### config.mk
export PLATFORM = sky130hd
export DESIGN_NAME = lc_talker_alias_reassembler
export DESIGN_NICKNAME = d
export VERILOG_FILES = /design/src/design/lctar_pkg.sv /design/src/design/lctar_ram.sv /design/src/design/lctar_outreg.sv /design/src/design/lctar_ctrl.sv /design/src/design/lc_talker_alias_reassembler.sv
export VERILOG_INCLUDE_DIRS = /design/src /design/src/design
export SDC_FILE = /design/constraint.sdc
export NUM_CORES = 1
export LEC_CHECK = 0
export ABC_AREA = 1
export BUFFER_PORTS_ARGS = -buffer_cell sky130_fd_sc_hd__buf_2
export CAP_MARGIN = 30
export CORE_ASPECT_RATIO = 0.6
export CORE_MARGIN = 4
export CORE_UTILIZATION = 61
export DETAILED_ROUTE_END_ITERATION = 7
export PLACE_DENSITY_LB_ADDON = 0.08
export SLEW_MARGIN = 20
export SYNTH_ARGS = -nofsm -noshare
export SYNTH_HDL_FRONTEND = slang
export SYNTH_SLANG_ARGS = --single-unit
### constraint.sdc
create_clock -name clk -period 9.8 [get_ports clk]
set_input_delay 0 -clock clk [delete_from_list [all_inputs] [get_ports clk]]
set_output_delay 0 -clock clk [all_outputs]
set_load 0.01 [all_outputs]
### src/design/assert_macros.svh
// Assertion helpers used by lctar_ctrl.
`ifndef ASSERT_MACROS_SVH
`define ASSERT_MACROS_SVH

// Same-cycle implication, held off during reset.
`define ASSERT_IMPLIES(lbl, clk, rst, ante, cons, msg) \
  lbl: assert property (@(posedge clk) disable iff (rst) (ante) |-> (cons)) else $error(msg);

// Next-cycle implication, held off during reset.
`define ASSERT_NEXT(lbl, clk, rst, ante, cons, msg) \
  lbl: assert property (@(posedge clk) disable iff (rst) (ante) |=> (cons)) else $error(msg);

`endif

### src/design/lctar_pkg.sv
package lctar_pkg;

  localparam int ALIAS_CHARS  = 32;
  localparam int SLOT_COUNT   = 2;
  localparam int CTX_AW       = $clog2(SLOT_COUNT);
  localparam int STORE_DEPTH  = SLOT_COUNT * ALIAS_CHARS;
  localparam int STORE_AW     = $clog2(STORE_DEPTH);
  localparam int PAYLOAD_BITS = 56;

  localparam int S_TDATA_W = 80;
  localparam int S_TUSER_W = 2;
  localparam int M_TDATA_W = 128;
  localparam int M_TUSER_W = 5;

  localparam logic [7:0] PREV_NONE     = 8'hFF;
  localparam logic [7:0] MIN_BLOCK_LEN = 8'd9;
  localparam logic [3:0] CHAR_7BIT     = 4'd7;
  localparam logic [3:0] CHAR_8BIT     = 4'd8;

  localparam logic [5:0] OP_GROUP     = 6'd0;
  localparam logic [5:0] OP_PRIVATE   = 6'd3;
  localparam logic [5:0] OP_TA_HEADER = 6'd4;
  localparam logic [5:0] OP_TA_LAST   = 6'd7;

  localparam logic [1:0] FMT_7BIT        = 2'd0;
  localparam logic [1:0] FMT_UNSUPPORTED = 2'd3;

  typedef enum logic [2:0] {
    KIND_GROUP       = 3'd0,
    KIND_PRIVATE     = 3'd1,
    KIND_ALIAS       = 3'd2,
    KIND_UNSUPPORTED = 3'd3,
    KIND_INCOMPLETE  = 3'd4,
    KIND_RAW         = 3'd5
  } kind_t;

  typedef struct packed {
    logic        mode;
    logic        timeslot;
    logic [7:0]  block_length;
    logic [5:0]  opcode;
    logic [7:0]  feature_id;
    logic [55:0] payload;
  } in_item_t;

  // Per-slot alias context, one memory word per slot
  typedef struct packed {
    logic [7:0] prev;
    logic [1:0] fmt;
    logic [3:0] bpc;
    logic [7:0] rem;
    logic [4:0] cnt;
  } ctx_t;

  localparam ctx_t CTX_RESET = '{prev: PREV_NONE, fmt: 2'd0, bpc: 4'd0, rem: 8'd0, cnt: 5'd0};

  typedef struct packed {
    kind_t       kind;
    logic        ended;
    logic        slot;
    logic [23:0] source_id;
    logic [23:0] target_id;
    logic [7:0]  alias_char;
    logic [1:0]  alias_format;
    logic        last;
    logic [5:0]  raw_opcode;
    logic [7:0]  raw_feature;
    logic [55:0] raw_payload;
  } res_t;

  typedef struct packed {
    logic valid;
    res_t res;
  } push_t;

endpackage

### src/design/lctar_ram.sv
module lctar_ram #(
  parameter int WIDTH = 8,
  parameter int DEPTH = 64,
  localparam int AW = $clog2(DEPTH)
) (
  input  logic             clk,
  input  logic             we,
  input  logic [AW-1:0]    waddr,
  input  logic [WIDTH-1:0] wdata,
  input  logic             re,
  input  logic [AW-1:0]    raddr,
  output logic [WIDTH-1:0] rdata
);

  logic [WIDTH-1:0] mem [DEPTH];

  always_ff @(posedge clk) begin
    if (we) begin
      mem[waddr] <= wdata;
    end
  end

  // Read data holds until the next read
  always_ff @(posedge clk) begin
    if (re) begin
      rdata <= mem[raddr];
    end
  end

endmodule

### src/design/lctar_outreg.sv
module lctar_outreg (
  input  logic                             clk,
  input  logic                             rst,
  input  lctar_pkg::push_t                 push,
  output logic                             push_free,
  output logic                             m_tvalid,
  input  logic                             m_tready,
  output logic [lctar_pkg::M_TDATA_W-1:0]  m_tdata,
  output logic [lctar_pkg::M_TUSER_W-1:0]  m_tuser,
  output logic                             m_tlast
);

  logic            full;
  lctar_pkg::res_t held;

  assign push_free = !full || m_tready;

  always_ff @(posedge clk) begin
    if (rst) begin
      full <= 1'b0;
    end else if (push.valid) begin
      full <= 1'b1;
    end else if (m_tready) begin
      full <= 1'b0;
    end
  end

  always_ff @(posedge clk) begin
    if (push.valid) begin
      held <= push.res;
    end
  end

  assign m_tvalid = full;
  assign m_tdata  = {held.raw_payload, held.raw_feature, held.raw_opcode, held.alias_format,
                     held.alias_char, held.target_id, held.source_id};
  assign m_tuser  = {held.slot, held.ended, held.kind};
  assign m_tlast  = held.last;

endmodule

### src/design/lctar_ctrl.sv
`include "assert_macros.svh"

module lctar_ctrl (
  input  logic                clk,
  input  logic                rst,
  input  logic                in_valid,
  output logic                in_ready,
  input  lctar_pkg::in_item_t in_item,
  output lctar_pkg::push_t    push,
  input  logic                push_free
);

  typedef enum logic [6:0] {
    S_IDLE    = 7'b0000001,
    S_CTX     = 7'b0000010,
    S_GATHER  = 7'b0000100,
    S_FINISH  = 7'b0001000,
    S_SINGLE  = 7'b0010000,
    S_EMIT_RD = 7'b0100000,
    S_EMIT    = 7'b1000000
  } state_t;

  localparam int SAW = lctar_pkg::STORE_AW;

  state_t state, state_next;

  lctar_pkg::in_item_t item;
  logic [lctar_pkg::SLOT_COUNT-1:0] ctx_valid;

  // Working copy of the slot context
  logic [7:0]  prev;
  logic [1:0]  fmt;
  logic [3:0]  bpc;
  logic [7:0]  rem;
  logic [4:0]  cnt;
  logic [5:0]  pos;
  logic [55:0] work;
  logic        gath;
  logic        fmt3;
  logic [4:0]  k;

  logic                             ctx_re, ctx_we;
  lctar_pkg::ctx_t                  ctx_rdata, ctx_wdata, ctx_cur;
  logic                             store_we, store_re;
  logic [SAW-1:0]                   store_waddr, store_raddr;
  logic [7:0]                       store_wdata, store_rdata;

  logic        is_call, is_short, is_talker, in_order, step, done, k_last;
  logic [1:0]  hfmt;
  logic [4:0]  hcnt;
  logic [7:0]  op8, h7, h8;
  logic [7:0]  char_val;
  lctar_pkg::res_t single_res, char_res;

  lctar_ram #(.WIDTH($bits(lctar_pkg::ctx_t)), .DEPTH(lctar_pkg::SLOT_COUNT)) u_ctx_ram (
    .clk  (clk),
    .we   (ctx_we),
    .waddr(item.timeslot),
    .wdata(ctx_wdata),
    .re   (ctx_re),
    .raddr(in_item.timeslot),
    .rdata(ctx_rdata)
  );

  lctar_ram #(.WIDTH(8), .DEPTH(lctar_pkg::STORE_DEPTH)) u_store_ram (
    .clk  (clk),
    .we   (store_we),
    .waddr(store_waddr),
    .wdata(store_wdata),
    .re   (store_re),
    .raddr(store_raddr),
    .rdata(store_rdata)
  );

  function automatic logic [SAW-1:0] store_addr(input logic slot, input logic [4:0] idx);
    store_addr = SAW'(slot) * SAW'(lctar_pkg::ALIAS_CHARS) + SAW'(idx);
  endfunction

  always_comb begin
    ctx_cur   = ctx_valid[item.timeslot] ? ctx_rdata : lctar_pkg::CTX_RESET;
    hfmt      = item.payload[55:54];
    hcnt      = item.payload[53:49];
    op8       = {2'b00, item.opcode};
    h7        = ({3'b000, hcnt} << 3) - {3'b000, hcnt};
    h8        = {hcnt, 3'b000};
    is_short  = item.block_length < lctar_pkg::MIN_BLOCK_LEN;
    is_call   = (item.opcode == lctar_pkg::OP_GROUP) || (item.opcode == lctar_pkg::OP_PRIVATE);
    is_talker = !is_short && !is_call && !item.mode &&
                (item.opcode >= lctar_pkg::OP_TA_HEADER) && (item.opcode <= lctar_pkg::OP_TA_LAST);
    in_order  = ({1'b0, ctx_cur.prev} + 9'd1) == {3'b000, item.opcode};
    step      = gath && (rem >= {4'b0000, bpc}) &&
                (({1'b0, pos} + {3'b000, bpc}) <= 7'(lctar_pkg::PAYLOAD_BITS));
    done      = (rem == 8'd0) && (cnt != 5'd0);
    char_val  = (bpc == lctar_pkg::CHAR_7BIT) ? {1'b0, work[55:49]} : work[55:48];
    k_last    = k == (cnt - 5'd1);
  end

  // Results: single-result items (short block, call info, unsupported format, raw) and alias characters
  always_comb begin
    single_res      = '0;
    single_res.slot = item.timeslot;
    single_res.last = 1'b1;
    if (is_short) begin
      single_res.kind = lctar_pkg::KIND_INCOMPLETE;
    end else if (is_call) begin
      single_res.kind      = (item.opcode == lctar_pkg::OP_GROUP) ?
                             lctar_pkg::KIND_GROUP : lctar_pkg::KIND_PRIVATE;
      single_res.ended     = item.mode;
      single_res.source_id = item.payload[23:0];
      single_res.target_id = item.payload[47:24];
    end else if (fmt3) begin
      single_res.kind         = lctar_pkg::KIND_UNSUPPORTED;
      single_res.alias_format = lctar_pkg::FMT_UNSUPPORTED;
    end else begin
      single_res.kind        = lctar_pkg::KIND_RAW;
      single_res.raw_opcode  = item.opcode;
      single_res.raw_feature = item.feature_id;
      single_res.raw_payload = item.payload;
    end

    char_res              = '0;
    char_res.kind         = lctar_pkg::KIND_ALIAS;
    char_res.slot         = item.timeslot;
    char_res.alias_char   = store_rdata;
    char_res.alias_format = fmt;
    char_res.last         = k_last;
  end

  always_comb begin
    state_next  = state;
    in_ready    = 1'b0;
    ctx_re      = 1'b0;
    ctx_we      = 1'b0;
    ctx_wdata   = '{prev: prev, fmt: fmt, bpc: bpc, rem: rem, cnt: cnt};
    store_we    = 1'b0;
    store_waddr = store_addr(item.timeslot, cnt);
    store_wdata = char_val;
    store_re    = 1'b0;
    store_raddr = store_addr(item.timeslot, k);
    push.valid  = 1'b0;
    push.res    = single_res;
    unique case (state)
      S_IDLE: begin
        in_ready = 1'b1;
        ctx_re   = in_valid;
        if (in_valid) begin
          state_next = S_CTX;
        end
      end
      S_CTX: begin
        state_next = is_talker ? S_GATHER : S_SINGLE;
      end
      S_GATHER: begin
        store_we = step;
        if (!step) begin
          state_next = S_FINISH;
        end
      end
      S_FINISH: begin
        ctx_we = 1'b1;
        if (done) begin
          // Completed alias: release the slot for the next header
          ctx_wdata.prev = lctar_pkg::PREV_NONE;
          ctx_wdata.cnt  = 5'd0;
          state_next     = S_EMIT_RD;
        end else if (fmt3) begin
          state_next = S_SINGLE;
        end else begin
          state_next = S_IDLE;
        end
      end
      S_SINGLE: begin
        push.valid = push_free;
        if (push_free) begin
          state_next = S_IDLE;
        end
      end
      S_EMIT_RD: begin
        store_re   = 1'b1;
        state_next = S_EMIT;
      end
      S_EMIT: begin
        push.valid  = push_free;
        push.res    = char_res;
        store_raddr = store_addr(item.timeslot, k + 5'd1);
        if (push_free) begin
          if (k_last) begin
            state_next = S_IDLE;
          end else begin
            store_re = 1'b1;
          end
        end
      end
      default: state_next = S_IDLE;
    endcase
  end

  always_ff @(posedge clk) begin
    if (rst) begin
      state     <= S_IDLE;
      ctx_valid <= '0;
    end else begin
      state <= state_next;
      if (ctx_we) begin
        ctx_valid[item.timeslot] <= 1'b1;
      end
    end
  end

  always_ff @(posedge clk) begin
    unique case (state)
      S_IDLE: begin
        if (in_valid) begin
          item <= in_item;
          fmt3 <= 1'b0;
        end
      end
      S_CTX: begin
        prev <= ctx_cur.prev;
        fmt  <= ctx_cur.fmt;
        bpc  <= ctx_cur.bpc;
        rem  <= ctx_cur.rem;
        cnt  <= ctx_cur.cnt;
        gath <= 1'b0;
        pos  <= 6'd0;
        work <= item.payload;
        if (is_talker) begin
          if (item.opcode == lctar_pkg::OP_TA_HEADER) begin
            cnt <= 5'd0;
            fmt <= hfmt;
            if (hfmt == lctar_pkg::FMT_UNSUPPORTED) begin
              rem  <= {3'b000, hcnt};
              prev <= lctar_pkg::PREV_NONE;
              fmt3 <= 1'b1;
            end else if (hfmt == lctar_pkg::FMT_7BIT) begin
              bpc  <= lctar_pkg::CHAR_7BIT;
              rem  <= h7;
              prev <= (hcnt == 5'd0) ? lctar_pkg::PREV_NONE : op8;
              gath <= hcnt != 5'd0;
              pos  <= 6'd7;
              work <= item.payload << 7;
            end else begin
              // 8-bit characters skip one pad bit after the header fields
              bpc  <= lctar_pkg::CHAR_8BIT;
              rem  <= h8;
              prev <= (hcnt == 5'd0) ? lctar_pkg::PREV_NONE : op8;
              gath <= hcnt != 5'd0;
              pos  <= 6'd8;
              work <= item.payload << 8;
            end
          end else if (in_order) begin
            if ((ctx_cur.rem == 8'd0) || (ctx_cur.bpc == 4'd0)) begin
              prev <= lctar_pkg::PREV_NONE;
            end else begin
              prev <= op8;
              gath <= 1'b1;
            end
          end else begin
            prev <= op8;
          end
        end
      end
      S_GATHER: begin
        if (step) begin
          cnt  <= cnt + 5'd1;
          rem  <= rem - {4'b0000, bpc};
          pos  <= pos + {2'b00, bpc};
          work <= (bpc == lctar_pkg::CHAR_7BIT) ? (work << 7) : (work << 8);
        end
      end
      S_FINISH: begin
        k <= 5'd0;
      end
      S_EMIT: begin
        if (push_free && !k_last) begin
          k <= k + 5'd1;
        end
      end
      default: ;
    endcase
  end

  `ASSERT_IMPLIES(a_store_we_whole_char, clk, rst, store_we, rem >= {4'b0000, bpc}, "store write without a whole character")
  `ASSERT_IMPLIES(a_idle_quiet, clk, rst, in_ready, !store_we && !store_re && !ctx_we, "memory access while idle")
  `ASSERT_NEXT(a_ctx_single_write, clk, rst, ctx_we, !ctx_we, "context written twice for one item")
  `ASSERT_NEXT(a_last_char_idle, clk, rst, push.valid && (push.res.kind == lctar_pkg::KIND_ALIAS) && push.res.last, state == S_IDLE, "emission did not end after last character")

endmodule

### src/design/lc_talker_alias_reassembler.sv
// Channel   Dir  Handshake          Payload
// s_*       in   s_tvalid/s_tready  s_tdata (link control block), s_tuser (mode, timeslot)
// m_*       out  m_tvalid/m_tready  m_tdata (call, alias, raw fields), m_tuser, m_tlast
//
// Steps: a short, call or raw item is accepted, its context read and its result pushed; an
// unsupported format also passes the gather and context write-back states. Alias items gather
// up to eight characters, write the context back, and a completing one reads the store once,
// then emits its n characters. The one-port-a-side memories set this sequence.
// Reset clears the sequencer, the context valid bits and the output register; the alias
// store needs no clearing pass. s_tready is high only in idle; m_tready low holds emission.
module lc_talker_alias_reassembler (
  input  logic                             clk,
  input  logic                             rst,
  input  logic                             s_tvalid,
  output logic                             s_tready,
  // block_length[7:0], opcode[13:8], feature_id[21:14], payload[77:22], zero fill[79:78]
  input  logic [lctar_pkg::S_TDATA_W-1:0]  s_tdata,
  // mode[0], timeslot[1]
  input  logic [lctar_pkg::S_TUSER_W-1:0]  s_tuser,
  output logic                             m_tvalid,
  input  logic                             m_tready,
  // source_id[23:0], target_id[47:24], alias_char[55:48], alias_format[57:56],
  // raw_opcode[63:58], raw_feature[71:64], raw_payload[127:72]
  output logic [lctar_pkg::M_TDATA_W-1:0]  m_tdata,
  // kind[2:0], ended[3], slot[4]
  output logic [lctar_pkg::M_TUSER_W-1:0]  m_tuser,
  // last result of the item
  output logic                             m_tlast
);

  lctar_pkg::in_item_t in_item;
  lctar_pkg::push_t    push;
  logic                push_free;

  // Unpack the incoming item; the zero fill bits carry nothing
  assign in_item.mode         = s_tuser[0];
  assign in_item.timeslot     = s_tuser[1];
  assign in_item.block_length = s_tdata[7:0];
  assign in_item.opcode       = s_tdata[13:8];
  assign in_item.feature_id   = s_tdata[21:14];
  assign in_item.payload      = s_tdata[77:22];

  // Sequencer: context read-modify-write, character gather, emission
  lctar_ctrl u_ctrl (
    .clk      (clk),
    .rst      (rst),
    .in_valid (s_tvalid),
    .in_ready (s_tready),
    .in_item  (in_item),
    .push     (push),
    .push_free(push_free)
  );

  // Output register: holds one result; push_free follows m_tready while it is full
  lctar_outreg u_outreg (
    .clk      (clk),
    .rst      (rst),
    .push     (push),
    .push_free(push_free),
    .m_tvalid (m_tvalid),
    .m_tready (m_tready),
    .m_tdata  (m_tdata),
    .m_tuser  (m_tuser),
    .m_tlast  (m_tlast)
  );

endmodule
==> summary.md, run 1 <==
| Metric | Value |
|---|---|
| Syn avg cell area | `10.8 sq um` |
| Clk pin slew, worst setup/hold paths | `approximately 0.070 ns` |
| Post-synth cell types | `54` |
| Cell repeated most along the worst path | `nand3_1` |
| Post-synthesis sequential area ratio | `68.1%` |
| Core area | `roughly 65,000 sq um` |
| Setup violations, final | `0` |
| Critical path's slowest cell | `nand2_8` |
| Post-Syn Instances | `about 3,800` |
| Number of diodes | `0` |
| Vias per cell | `~5.7` |
| Worst Path Max Fanout | `between 100 and 150` |
| Least-Margin Pin Slew | `slightly below 1 ns` |
| FF+latch count, synth | `roughly 920` |
| Max Clk Rate | `about 230 MHz` |
| Biggest cell delay along the critical path | `slightly above 0.7 ns` |
| Multiplexer area fraction after synthesis | `less than 1%` |
| Mapped Nets | `a little under 4,000` |
| Placement row count | `between 70 and 80` |
| Post-synthesis xor/xnor area fraction | `less than 1%` |
| Dpl ws | `between 5 and 6 ns` |
| Die Y | `207 um` |
| DRC | `3` |
| Worst Path Arrival | `~4.7 ns` |
| TritonCTS buffer count | `between 80 and 90` |
| Final WS setup | `around 5.5 ns` |
| Design Area, Final | `~46,000 sq um` |
| Setup TNS | `0 ns` |
| Fraction of the mapped netlist area in simple logic gates | `between 10% and 20%` |
| DP Cell Count | `~4,700` |
| Synth Area in Compound Gates | `around 4.2%` |
| Crit end category | `register` |
| Synth warn | `0` |
| Final GP Congestion | `roughly 0.86` |
| Die area | `~70,000 sq um` |
| CTS sink count | `a little over 900` |
| Number of synthesized flops with an enable pin | `about 910` |
| Top post-synthesis cells by area | `edfxtp_1, nand3_1, nand2_1, inv_1, nor2_1` |
| Max Cap Viol | `0` |
| Final wirelength | `around 100,000 um` |
| Post-Syn Area | `about 40,000 sq um` |
| Clk Latency, worst-skew pair | `approximately 0.65 ns` |
| Die X | `roughly 340 um` |
| Crit path launch type | `register` |
| Tcrit/Tclk final | `between 40% and 50%` |
| Largest family of logic cells by synthesized area | `simple AND/OR/NAND/NOR gates` |
| Iter 0 DRT Violations | `3,433` |
| Largest net degree at the start of global routing | `around 120` |
| Number of antenna violations at the first check in global routing | `1` |
| 1st-pass router iterations | `8` |
| Top_reg_cell synth | `edfxtp_1` |
| DP Area | `between 40,000 and 50,000 sq um` |
| Top delay family on crit path | `simple AND/OR/NAND/NOR gates` |
| Status | `finished with violations` |
| TritonCTS clock tree | `done` |
| Endpoints failing hold | `0` |
| Fraction of layout cells with a size suffix above 1 | `between 10 and 15%` |
| Detail Route Antenna Nets | `0` |
| RSZ-0062 raised after global routing | `false` |
| Asr flop ratio synth | `0%` |
| CP Cell Sequence | `nor2_1 -> nand2_4 -> nor2_4 -> nand2_2 -> nand2_8 -> buf_4 -> buf_16 -> nand2_1 -> nand3_1 -> nand3_1 -> nand3_1 -> nand3_1 -> nand3_1 -> nand2_1` |
| Via count | `~28,000` |
| Failing checks | `DRC` |
| GRT Overall Usage | `~28%` |
| Slew Limit Fails | `0` |
| FILL cells | `between 4,000 and 5,000` |
| Setup bufs post-CTS | `0` |
| Relative slew slack | `34.5%` |
| CP Buf/Inv Count | `2` |
| Nets | `4,101` |
| Initial Util | `between 60 and 70%` |
| Global-route wire length before repair | `around 150,000 um` |
| Worst R2R Setup Slack | `about 5.5 ns` |
| Worst hold path class | `in2reg` |
| Synth-to-layout area growth | `13.3%` |
| Finished Core Util | `70.5%` |
| Max VDD drop | `roughly 170 uV` |
| CTS H-tree lvls | `3` |
| Hpwl dp | `about 62,000 um` |
| Min Clock Period, post-route | `4.30 ns` |
| Top-area cell type share of the netlist area | `roughly two thirds` |
| Number of global-route vias before repair | `between 20,000 and 30,000` |
| Critical Path RT | `10.19 ns` |
| Pleak | `~0.019 uW` |
| Non-Filler Instances | `4,946` |
| CTS Root Cell | `clkbuf_16` |
| Post-synthesis adder-cell area fraction | `0.656%` |
| Largest area contributor in the netlist | `edfxtp_1` |
| Skew final | `0.0200 ns` |
| Port Buf Inserts | `approximately 220` |
| Global route overflow | `0` |
| Deepest clock path buffer count | `3` |
| Critical path class | `reg2reg` |
| PD cells | `approximately 220 nW/um^2` |
| Top Ports | `~220` |
| Routed len/inst | `just over 20 um` |
state kept, by name (all words and copies together), names as in the netlist, 6 cells and up:
register / flops
u_ctrl.u_store_ram.rdata: 8
u_ctrl.state: 7
u_ctrl.rem: 8
u_ctrl.prev: 8
u_ctrl.work: 56
u_ctrl.u_ctx_ram.mem: 54
u_ctrl.u_ctx_ram.rdata: 27
u_ctrl.item: 72
u_outreg.m_tdata: 128
u_ctrl.pos: 6
u_ctrl.u_store_ram.mem: 512
synthesized netlist by cell type (27+ instances only):
master	number
nand3_1	585
inv_1	665
nor2_1	290
o21ai_0	122
clkbuf_1	77
buf_2	81
mux2_2	27
a21oi_1	30
o22ai_1	50
a22oi_1	52
nand2_1	688
edfxtp_1	911
timing repair:
action	in CTS	in global routing
hold buffers	83	0
gates resized for setup	0	0
hold endpoints to repair	100	0
endpoints found under the setup margin	0	0
per-stage QoR:
step | hold slack, ns | total power, uW
2_1_floorplan | 0.0691 | 6120
3_3_place_gp | 0.177 | 6660
3_5_place_dp | 0.178 | 6710
4_1_cts | 0.0224 | 9940
5_1_grt | 0.0364 | 10400
6_report | 0.0469 | 9980
metal layers:
metal / up-vias / track usage, % / routed length, um
met5: - / 0 / 13
met4: 2 / 6.70 / 2210
li1: 13000 / - / -
met1: 13500 / 45.1 / 45100
met2: 1403 / 38.2 / 41400
met3: 176 / 8.60 / 12400
cells by family (layout without fill, tap and decap cells):
group	Yosys count	in the layout
AO/OA/AOI/OAI	284	284
XOR/XNOR	16	16
adder cells (fa/ha/maj)	20	20
buffers and inverters	857	1163
flip-flops	921	921
multiplexers	27	27
AND/OR/NAND/NOR	1627	1627
power by group:
group | total [uW] | internal [uW] | leakage, uW | switching (uW)
clock network | 3260 | 1820 | 0.00129 | 1430
logic | 1820 | 508 | 0.00920 | 1310
registers | 4900 | 4760 | 0.00835 | 143
cells in the final DEF, fill, tap and decap left out, types with 5 or more instances in the layout:
master / Yosys / final
a21oi_1: 30 / 30
a22oi_1: 52 / 52
a31oi_1: 5 / 5
buf_12: 0 / 5
buf_2: 81 / 219
buf_4: 21 / 35
bufinv_16: 0 / 9
clkbuf_1: 77 / 15
clkbuf_16: 0 / 85
clkinv_1: 1 / 18
clkinv_2: 0 / 14
dfxtp_1: 10 / 10
dlygate4sd3_1: 0 / 83
edfxtp_1: 911 / 911
ha_1: 18 / 18
inv_1: 665 / 664
inv_2: 5 / 6
mux2_2: 27 / 27
nand2_1: 688 / 685
nand3_1: 585 / 584
nand3_2: 7 / 8
nand4_1: 8 / 8
nor2_1: 290 / 282
nor2_2: 7 / 8
nor2_4: 2 / 9
nor3_1: 16 / 16
o21ai_0: 122 / 115
o21ai_4: 0 / 10
o22ai_1: 50 / 50
xnor2_1: 7 / 7
xor2_1: 9 / 9
path summary, 6_finish.rpt:
check	from	endpoint	depth (start not counted)
worst max-delay path	u_ctrl.state[0]$_SDFFE_PP1P_	u_ctrl.u_store_ram.rdata[0]$_DFFE_PP_	14
worst min-delay path	s_tuser[1]	u_ctrl.char_res[129]$_DFFE_PP_	1
worst max register to register	u_ctrl.state[0]$_SDFFE_PP1P_	u_ctrl.u_store_ram.rdata[0]$_DFFE_PP_	14
worst min register to register	u_ctrl.ctx_valid[1]$_SDFFE_PP0P_	u_ctrl.ctx_valid[1]$_SDFFE_PP0P_	1
final cells by class:
cell class	instances	area, sq um	share of cell area (%)
flip-flops and latches	921	27600	60.1
multi-input cells	1974	9670	21.1
inverters	672	2520	5.51
repair buffers	344	2340	5.11
clock buffers	100	2180	4.76
well taps	888	1110	2.42
clock inverters	47	460	1.00
Power figures use the tool's default switching activity.
==> run 2, diff against run 1 <==
CORE_UTILIZATION = 55   (was 61)
clock period = 3.75 ns   (was 9.8 ns; I/O delays follow)
==> run 2 against run 1 <==
  * The run now ends clean
  * Worst hold slack better by 0.026 ns
  * First-iteration DRC count increased by 17%
  * Global-route usage decreased by 0.89 points
  * Register-to-register slack lost 5.2 ns
  * Critical path type unchanged
  * Largest power group unchanged
  * Highest routed layer is now met4
==> summary.md, run 2 (same netlist as run 1, synthesis figures left out) <==
| Metric | Value |
|---|---|
| Status | `finished clean (was finished with violations)` |
| 1st-pass router iterations | `6 (was 8)` |
| Sw power | `7690 uW (was 2890 uW)` |
| Hold Path Cell Cnt | `2 (was 1)` |
| Nets | `4,231 (was 4,101)` |
| Worst Path Arrival | `3.80 ns (was 4.69 ns)` |
| Clk pin slew, worst setup/hold paths | `0.07 ns (about the same)` |
| Setup violations, final | `0 (unchanged)` |
| Final WS setup | `0.291 ns (was 5.50 ns)` |
| Max reg flops | `512 (unchanged)` |
| R2r worst-path depth | `14 (unchanged)` |
| FILL cells | `5,755 (was 4,715)` |
| Number of global-route vias before repair | `26,400 (was 26,100)` |
| Final GP Congestion | `0.874 (was 0.864)` |
| Deepest clock path buffer count | `3 (unchanged)` |
| Pwr Total | `26,300 uW (was 9980 uW)` |
| Iter 0 DRT Violations | `4,001 (was 3,433)` |
| Clk Latency, worst-skew pair | `0.65 ns (about the same)` |
| Die area | `78,100 sq um (was 70,600 sq um)` |
| Area of the multi-input gates | `9680 sq um (was 9670 sq um)` |
| DP Area | `43,700 sq um (was 42,300 sq um)` |
| TritonCTS clock tree | `done (unchanged)` |
| DRC | `0 (was 3)` |
| Finished Core Util | `65.3% (was 70.5%)` |
| Max Clk Rate | `289 MHz (was 232 MHz)` |
| Biggest register | `u_ctrl.u_store_ram.mem (unchanged)` |
| Stages on worst setup path | `14 (unchanged)` |
| Non-Filler Instances | `5,159 (was 4,946)` |
| Routed len/inst | `20.9 um (was 20.4 um)` |
| Top Ports | `222 (unchanged)` |
| Most common cell after layout, fill and taps aside | `edfxtp_1 (unchanged)` |
| Tcrit/Tclk final | `92.2% (was 43.9%)` |
| Worst Path Max Fanout | `8 (was 122)` |
| CTS H-tree lvls | `3 (unchanged)` |
| Max VDD drop | `409 uV (was 173 uV)` |
| Hpwl dp | `69,800 um (was 61,900 um)` |
| Comb power frac | `19.6% (was 18.3%)` |
| Worst hold path class | `in2reg (unchanged)` |
| Port Buf Inserts | `219 (unchanged)` |
| TritonCTS buffer count | `84 (was 82)` |
| Via count | `28,600 (was 28,100)` |
| Least-Margin Pin Slew | `0.965 ns (was 0.982 ns)` |
| Register Area | `27,600 sq um (unchanged)` |
| PD cells | `557 nW/um^2 (was 218 nW/um^2)` |
| Slew Limit Fails | `0 (unchanged)` |
| Relative slew slack | `35.5% (was 34.5%)` |
| Top delay family on crit path | `simple AND/OR/NAND/NOR gates (unchanged)` |
| Critical Path RT | `4.09 ns (was 10.19 ns)` |
| Net Sw Frac | `29.3% (was 28.9%)` |
| Fraction of layout cells with a size suffix above 1 | `14.0% (was 11.5%)` |
| Die X | `358 um (was 340 um)` |
| Placement row count | `76 (was 72)` |
| Max Cap Viol | `0 (unchanged)` |
| Skew final | `0.0192 ns (was 0.0200 ns)` |
| Number of diodes | `0 (unchanged)` |
| Initial Util | `56.0% (was 62.2%)` |
| Final wirelength | `108,000 um (was 101,000 um)` |
| Vias per cell | `5.55 (was 5.68)` |
| GRT Overall Usage | `27.4% (was 28.3%)` |
| CP Cell Sequence | `ha_1 -> fa_1 -> or2_2 -> nand2_1 -> a21oi_1 -> nand3b_1 -> nand3_1 -> nor2_1 -> nand2_1 -> nor2_2 -> nand3_2 -> buf_4 -> nor2_1 -> buf_4 (was nor2_1 -> nand2_4 -> nor2_4 -> nand2_2 -> nand2_8 -> buf_4 -> buf_16 -> nand2_1 -> nand3_1 -> nand3_1 -> nand3_1 -> nand3_1 -> nand3_1 -> nand2_1)` |
| Min Clock Period, post-route | `3.46 ns (was 4.30 ns)` |
| Synth-to-layout area growth | `16.7% (was 13.3%)` |
| Critical path's slowest cell | `edfxtp_1 (was nand2_8)` |
| Crit path launch type | `register (unchanged)` |
| Number of antenna violations at the first check in global routing | `2 (was 1)` |
| Commonest cells after routing, fill and taps aside | `edfxtp_1, nand2_1, inv_1 (unchanged)` |
| DP Cell Count | `4,929 (was 4,714)` |
| Clock Power Share | `31.7% (was 32.6%)` |
| Die Y | `218 um (was 207 um)` |
| Critical path class | `reg2reg (unchanged)` |
| Pleak | `0.0196 uW (was 0.0188 uW)` |
| Biggest cell delay along the critical path | `0.46 ns (was 0.72 ns)` |
| Flop pwr share | `48.7% (was 49.1%)` |
| Global-route wire length before repair | `162,000 um (was 154,000 um)` |
| Dpl ws | `0.360 ns (was 5.60 ns)` |
| CTS sink count | `921 (unchanged)` |
| Core area | `72,300 sq um (was 65,000 sq um)` |
| Design Area, Final | `47,200 sq um (was 45,900 sq um)` |
| Crit end category | `register (unchanged)` |
| Largest net degree at the start of global routing | `71 (was 123)` |
| CTS Root Cell | `clkbuf_16 (unchanged)` |
| Global route overflow | `0 (unchanged)` |
| Endpoints failing hold | `0 (unchanged)` |
| CP Buf/Inv Count | `2 (unchanged)` |
| Detail Route Antenna Nets | `0 (unchanged)` |
| RSZ-0062 raised after global routing | `false (unchanged)` |
| Internal power | `18,600 uW (was 7090 uW)` |
-- run 2: cell types whose count changed in the layout (fill, tap and decap cells not counted) --
| cell | previous run | this run |
|---|---|---|
| buf_12 | 5 | 28 |
| buf_16 | 2 | 4 |
| buf_4 | 35 | 137 |
| bufinv_16 | 9 | 4 |
| clkbuf_1 | 15 | 26 |
| clkbuf_16 | 85 | 89 |
| clkbuf_8 | 0 | 1 |
| clkinv_1 | 18 | 11 |
| clkinvlp_4 | 4 | 1 |
| dlygate4sd3_1 | 83 | 84 |
| inv_6 | 3 | 0 |
| nor4_2 | 1 | 0 |
| nor4_4 | 1 | 2 |
-- run 2: cell type report --
cell class	count	share of cell area (%)
Sequential cell	921	58.4
Multi-Input combinational cell	1974	20.5
Timing Repair Buffer	472	7.71
Inverter	672	5.35
Clock buffer	116	4.96
Tap cell	975	2.59
Clock inverter	29	0.498
-- run 2: metal layers --
| layer | wire, um | GRT usage (%) | vias up |
|---|---|---|---|
| li1 | - | - | 13300 |
| met1 | 50400 | 45.7 | 13700 |
| met2 | 42900 | 36.4 | 1482 |
| met3 | 12500 | 6.20 | 149 |
| met4 | 2010 | 5.83 | 0 |
| met5 | 0 | 0 | - |
-- run 2: through the flow --
| step | TNS, ns | hold slack, ns |
|---|---|---|
| 6_report | 0 | 0.0724 |
| 5_1_grt | 0 | 0.0457 |
| 4_1_cts | 0 | 0.0365 |
| 3_5_place_dp | 0 | 0.178 |
| 3_3_place_gp | 0 | 0.177 |
| 2_1_floorplan | -98.14 | 0.0691 |
-- run 2: power by group through the flow --
| stage | registers, uW | logic (uW) | clock network (uW) |
|---|---|---|---|
| 2_1_floorplan | 13000 | 2930 | 0 |
| 3_3_place_gp | 13000 | 4890 | 0 |
| 3_5_place_dp | 13000 | 4970 | 0 |
| 4_1_cts | 12800 | 5070 | 8440 |
| 5_1_grt | 12800 | 5620 | 8890 |
| 6_report | 12800 | 5160 | 8320 |
-- run 2: final timing paths --
kind / start / end / slack, ns
setup / recovery: u_ctrl.bpc[0]$_DFFE_PP_ / u_ctrl.u_store_ram.mem[49][6]$_DFFE_PP_ / 0.29
hold / removal: s_tdata[46] / u_ctrl.item[24]$_DFFE_PP_ / 0.07
setup reg to reg: u_ctrl.bpc[0]$_DFFE_PP_ / u_ctrl.u_store_ram.mem[49][6]$_DFFE_PP_ / 0.29
hold reg to reg: u_ctrl.ctx_valid[0]$_SDFFE_PP0P_ / u_ctrl.ctx_valid[0]$_SDFFE_PP0P_ / 0.46
-- run 2: timing repair --
item / 4_1_cts / 5_1_grt
resized for setup: 0 / 0
hold buffers: 84 / 0
buffers inserted: 0 / 0
hold endpoints to repair: 104 / 0
